### config.mk
export PLATFORM = sky130hd
export DESIGN_NAME = kwm_min_tree
export DESIGN_NICKNAME = d
export VERILOG_FILES = /design/src/rtl/kwm_pkg.sv /design/src/rtl/kwm_min_tree.sv
export SDC_FILE = /design/constraint.sdc
export NUM_CORES = 1
export LEC_CHECK = 0
export ABC_AREA = 1
export BUFFER_PORTS_ARGS = -buffer_cell sky130_fd_sc_hd__buf_4
export CORE_MARGIN = 2
export CORE_UTILIZATION = 57
export CTS_CLUSTER_SIZE = 25
export DETAILED_ROUTE_END_ITERATION = 8
export GPL_ROUTABILITY_DRIVEN = 0
export PLACE_DENSITY_LB_ADDON = 0.08
export SLEW_MARGIN = 20
export SYNTH_ARGS = -nofsm -noshare
export SYNTH_HDL_FRONTEND = slang
export SYNTH_SLANG_ARGS = --single-unit
export TNS_END_PERCENT = 10
### constraint.sdc
create_clock -name i_clk -period 2.9 [get_ports i_clk]
set_clock_uncertainty 0.2 [all_clocks]
set_input_delay 0.87 -clock i_clk [delete_from_list [all_inputs] [get_ports i_clk]]
set_output_delay 0.87 -clock i_clk [all_outputs]
set_load 0.01 [all_outputs]
### src/rtl/kwm_pkg.sv
// kwm_pkg: shared widths, codes, types and the address helper of the k-way merge
// used by every file of the k_way_sorted_merge block; depends on nothing
package kwm_pkg;

    // field widths of the transfers
    localparam int WORD_W   = 32;
    localparam int OP_W     = 2;
    localparam int IDX_W    = 3;
    localparam int STATUS_W = 2;

    // list geometry
    localparam int LISTS      = 8;
    localparam int LIST_DEPTH = 64;
    localparam int LIST_W     = $clog2(LISTS);
    localparam int CNT_W      = $clog2(LIST_DEPTH + 1);
    localparam int MEM_WORDS  = LISTS * LIST_DEPTH;
    localparam int ADDR_W     = $clog2(MEM_WORDS);

    // min tree geometry: one registered level per bit of the list index
    localparam int TREE_LEVELS = LIST_W;
    localparam int TREE_PAD    = 1 << LIST_W;
    localparam int TCNT_W      = $clog2(TREE_LEVELS) + 1;

    typedef logic signed [WORD_W-1:0] t_word;
    typedef t_word [LISTS-1:0]        t_heads;
    typedef logic [OP_W-1:0]          t_op;
    typedef logic [STATUS_W-1:0]      t_status;
    typedef logic [LIST_W-1:0]        t_list;
    typedef logic [CNT_W-1:0]         t_cnt;
    typedef logic [ADDR_W-1:0]        t_addr;

    // operation codes
    localparam t_op OP_APPEND = 2'd0;
    localparam t_op OP_TAKE   = 2'd1;
    localparam t_op OP_CLEAR  = 2'd2;

    // result status codes
    localparam t_status ST_OK    = 2'd0;
    localparam t_status ST_EMPTY = 2'd1;
    localparam t_status ST_FULL  = 2'd2;

    typedef enum logic [2:0] {
        S_IDLE,
        S_EXEC,
        S_SEARCH,
        S_ADVANCE,
        S_REFILL,
        S_RESULT
    } t_state;

    // one node of the min tree
    typedef struct packed {
        logic  live;
        t_list idx;
        t_word value;
    } t_min_res;

    // commands from the sequencer to the element store
    typedef struct packed {
        logic  mem_we;
        t_addr waddr;
        t_word wdata;
        logic  mem_re;
        t_addr raddr;
        logic  head_set;
        logic  head_fill;
        t_list head_sel;
    } t_store_cmd;

    // word address of a slot of a list
    function automatic t_addr slot_addr(input t_list list, input t_cnt slot);
        slot_addr = ADDR_W'(list) * ADDR_W'(LIST_DEPTH) + ADDR_W'(slot);
    endfunction

endpackage

### src/rtl/kwm_min_tree.sv
// kwm_min_tree: registered binary tree that finds the smallest live head,
// lowest list index on ties; depends on kwm_pkg
module kwm_min_tree (
    input  logic                       i_clk,
    input  logic                       i_rst_n,
    input  kwm_pkg::t_heads            i_heads,
    input  logic [kwm_pkg::LISTS-1:0]  i_live,
    output kwm_pkg::t_min_res          o_min
);
    import kwm_pkg::*;

    t_min_res w_leaf [TREE_PAD];
    t_min_res r_node [TREE_PAD-1];

    // right side wins only when strictly smaller
    function automatic t_min_res pick(input t_min_res a, input t_min_res b);
        if (b.live && (!a.live || (b.value < a.value))) begin
            pick = b;
        end else begin
            pick = a;
        end
    endfunction

    // leaves from the head registers, padding leaves never live
    for (genvar j = 0; j < TREE_PAD; j++) begin : g_leaf
        if (j < LISTS) begin : g_used
            assign w_leaf[j] = '{live: i_live[j], idx: LIST_W'(j), value: i_heads[j]};
        end else begin : g_pad
            assign w_leaf[j] = '0;
        end
    end

    // internal nodes, one register per node; node n has children 2n+1 and 2n+2
    for (genvar n = 0; n < TREE_PAD - 1; n++) begin : g_node
        t_min_res w_pick;
        if (2 * n + 1 >= TREE_PAD - 1) begin : g_from_leaf
            assign w_pick = pick(w_leaf[2 * n + 1 - (TREE_PAD - 1)],
                                 w_leaf[2 * n + 2 - (TREE_PAD - 1)]);
        end else begin : g_from_node
            assign w_pick = pick(r_node[2 * n + 1], r_node[2 * n + 2]);
        end
        always_ff @(posedge i_clk) begin
            if (!i_rst_n) begin
                r_node[n] <= '0;
            end else begin
                r_node[n] <= w_pick;
            end
        end
    end

    assign o_min = r_node[0];

endmodule

==> flow_summary.ini <==
[sta]
finalSetupTns_ps = 0
relSlewSlack_pct = 50.41
rsz0062_at_grt = false
drv_slew = 0
hold_violations = 0
max_clock_freq_ghz = 0.3785
finalCritPeriodShare_pct = 91.09
setup_viol = 0
min_period_ps = 2642
tightest_slew_ps = 743.9

[placed_design]
place_hpwl_mm = 34.73
portBuffers = 301

[synthesis]
synth_cell_types = 21
synth_top_cell_area_share_pct = 30.06
ys_seq_area_share_pct = 30.06
synth_edf_count = 0
ys_async_sr_fraction_pct = 0
ys_top_cells_by_count = inv_1 (507), nand2_1 (428), a21oi_1 (328)
yosysMostFrequentCell = inv_1
synth_top_area_cell = dfxtp_1
yosys.area_share.adder_pct = 16.71
ys_seq_elements = 244
yosys-top-cells-area = dfxtp_1 (30%), ha_1 (17%), inv_1 (12%), a21oi_1 (10%), nand2_1 (9.9%)
syn_area_um2 = 16250
syn_nets = 2957
syn_inst = 2474
syn_area_per_cell_um2 = 6.568
synth_top_flop_cell = dfxtp_1
synthMuxAreaShare_pct = 0
synth_top_family_by_area = simple AND/OR/NAND/NOR gates
synth-compound-area-share_pct = 12.05
yosysWarningCount = 0
synth-simple-area-share_pct = 25.57
synth_xor_area_share_pct = 0

[cts]
clock-sinks = 244
cts_setup_buffers = 0
clk_pin_slew_ps = 60
cts_tree = yes
post_cts_resized = 0
clk_path_buf_depth = 3
cts_buffers = 25
clkLatencyLatePin_ps = 540
htreeDepth = 1
cts_root_buf = clkbuf_16
hold_buffers = 0

[route]
dr_total_vias = 16170
initialDrtViolationCount = 1100
vias_per_cell = 5.160
drt_wl_total_mm = 43.87
routedWlPerCell_um = 14.00
drtAntennaViolNets = 0
remaining_drc_errors = 0
drt_pass1_iterations = 6

[power_and_ir_drop]
pwr_density_cell_nw_per_um2 = 501.8
clockPowerShare_pct = 33.0
power_frac_comb_pct = 27.5
p_sw_share_pct = 31.41
p_int_w = 0.006835
p_sw_w = 0.003130
power.share.sequential_pct = 39.6
leakagePower_nw = 11.08
peakVddDrop_uv = 402.0

[global_routing]
grt.overflow.total = 0
grt_pass1_vias = 15040
grt_max_degree = 70
grt.total_usage_pct = 28.52
grt_first_pass_wirelength_mm = 71.06
antenna_found_initial = 0

[die]
rows = 61
core_um2 = 27930
dieArea_um2 = 29870
die_w_um = 172.8
die_h_um = 172.8
pin_count = 302
start_util_pct = 58.17

[setup_path]
crit_arrival_ps = 2850
crit_fanout = 35
cp.required_ps = 3110
reg2reg_depth = 13
cp-end-kind = flop
start_kind = flop
reg2reg_slack_ps = 260
r2r-start = r_node[1][31]$_SDFF_PN0_
r2r_end = r_node[0][14]$_SDFF_PN0_
critical_path_class = reg2reg

[finish]
n_fill_cell = 2431
largest_reg_flops = 244
drive_above_1_share_pct = 15.57
area_delta_synth_final_pct = 22.21
post-route-util_pct = 71.08
reg_top3 = r_node (244)
fin_nets = 3219
top_register = r_node
num_antenna_cells = 0

[hold_path]
min_to = r_node[0][34]$_SDFF_PN0_
hold_class = reg2reg
hold_depth = 2
hp-start = r_node[2][34]$_SDFF_PN0_

[outcome]
status = finished clean

[flow_run]
max_cap_viol_count = 0
[power by group through the flow]
stage,logic (W),clock network (W),registers [W]
2_1_floorplan,0.00180,0,0.00389
4_1_cts,0.00271,0.00332,0.00393
3_5_place_dp,0.00268,0,0.00401
3_3_place_gp,0.00257,0,0.00401
6_report,0.00274,0.00328,0.00394
5_1_grt,0.00313,0.00347,0.00396
[worst max-delay path, stage by stage, from the launching register on]
cell and delay, ps:
dfxtp_1 350, inv_1 50, ha_1 330, nand2_1 90, nor2_1 160, nand4_1 160, nor4_2 250, nand2_1 110
nand3_1 100, nand3_2 140, buf_12 210, nand3_1 80, nand2_1 50, nor2_1 230
[metrics by stage]
stage                     total power [W]  cells  worst slack (ps)  cell area [um^2]  hold WS [ps]
final                            0.009964   3133             258.3             19860         240.8
after global routing              0.01056   3133             52.16             19860         276.1
after CTS                        0.009961   3132             254.5             19830         240.8
after detailed placement         0.006688   3086            -111.5             18980         229.7
after global placement           0.006576   3086            -60.59             18980         233.1
after floorplan                  0.005689   2474             222.5             16250         208.3
[layer usage]
metal | part of all wire (%) | vias to the layer above | wire length, um | global-route usage (%)
met5 | 0 | - | 0 | 0
met4 | 2.1 | 0 | 911 | 6.179
met3 | 6.7 | 65 | 2950 | 3.122
met2 | 47 | 517 | 20490 | 48.77
met1 | 44 | 7305 | 19510 | 38.84
li1 | - | 8280 | - | -
[how the worst max path moves through the flow]
stage                        startpoint                  endpoint  slack (ps)  cells past startpoint
2_1_floorplan              i_heads[133]  r_node[5][10]$_SDFF_PN0_         220                     16
3_3_place_gp               i_heads[223]  r_node[6][31]$_SDFF_PN0_         -60                     14
3_5_place_dp               i_heads[223]  r_node[6][20]$_SDFF_PN0_        -110                     14
4_1_cts        r_node[1][31]$_SDFF_PN0_  r_node[0][14]$_SDFF_PN0_         250                     13
5_1_grt        r_node[1][31]$_SDFF_PN0_  r_node[0][14]$_SDFF_PN0_          50                     13
6_report       r_node[1][31]$_SDFF_PN0_  r_node[0][14]$_SDFF_PN0_         260                     13
[area by class of cell]
| cell class | count | area, um^2 | share of cell area, % |
|---|---|---|---|
| Sequential cell | 244 | 4888 | 24.62 |
| Multi-Input combinational cell | 1595 | 8852 | 44.58 |
| Clock inverter | 12 | 116.4 | 0.5860 |
| Clock buffer | 34 | 739.5 | 3.724 |
| Timing Repair Buffer | 363 | 2884 | 14.52 |
| Inverter | 507 | 1903 | 9.584 |
| Tap cell | 378 | 473.0 | 2.382 |
[cells in the final DEF (no fill, tap or decap), drive strengths merged]
master	synthesis	final
inv	507	508
nand2	428	428
buf	70	362
a21oi	337	337
nor2	289	289
nand3	250	250
dfxtp	244	244
ha	217	217
clkbuf	58	35
o21ai	28	28
nand4	17	17
nor3	14	14
clkinv	0	8
o21a	7	7
o211ai	6	6
nor4	2	2
bufinv	0	2
clkinvlp	0	1
[cells by family after synthesis]
family,count (synthesis)
simple gates,1000
compound gates,378
buf+inv,635
flops,244
fa+ha+maj,217
No activity file was read; power rests on OpenSTA's default activity.
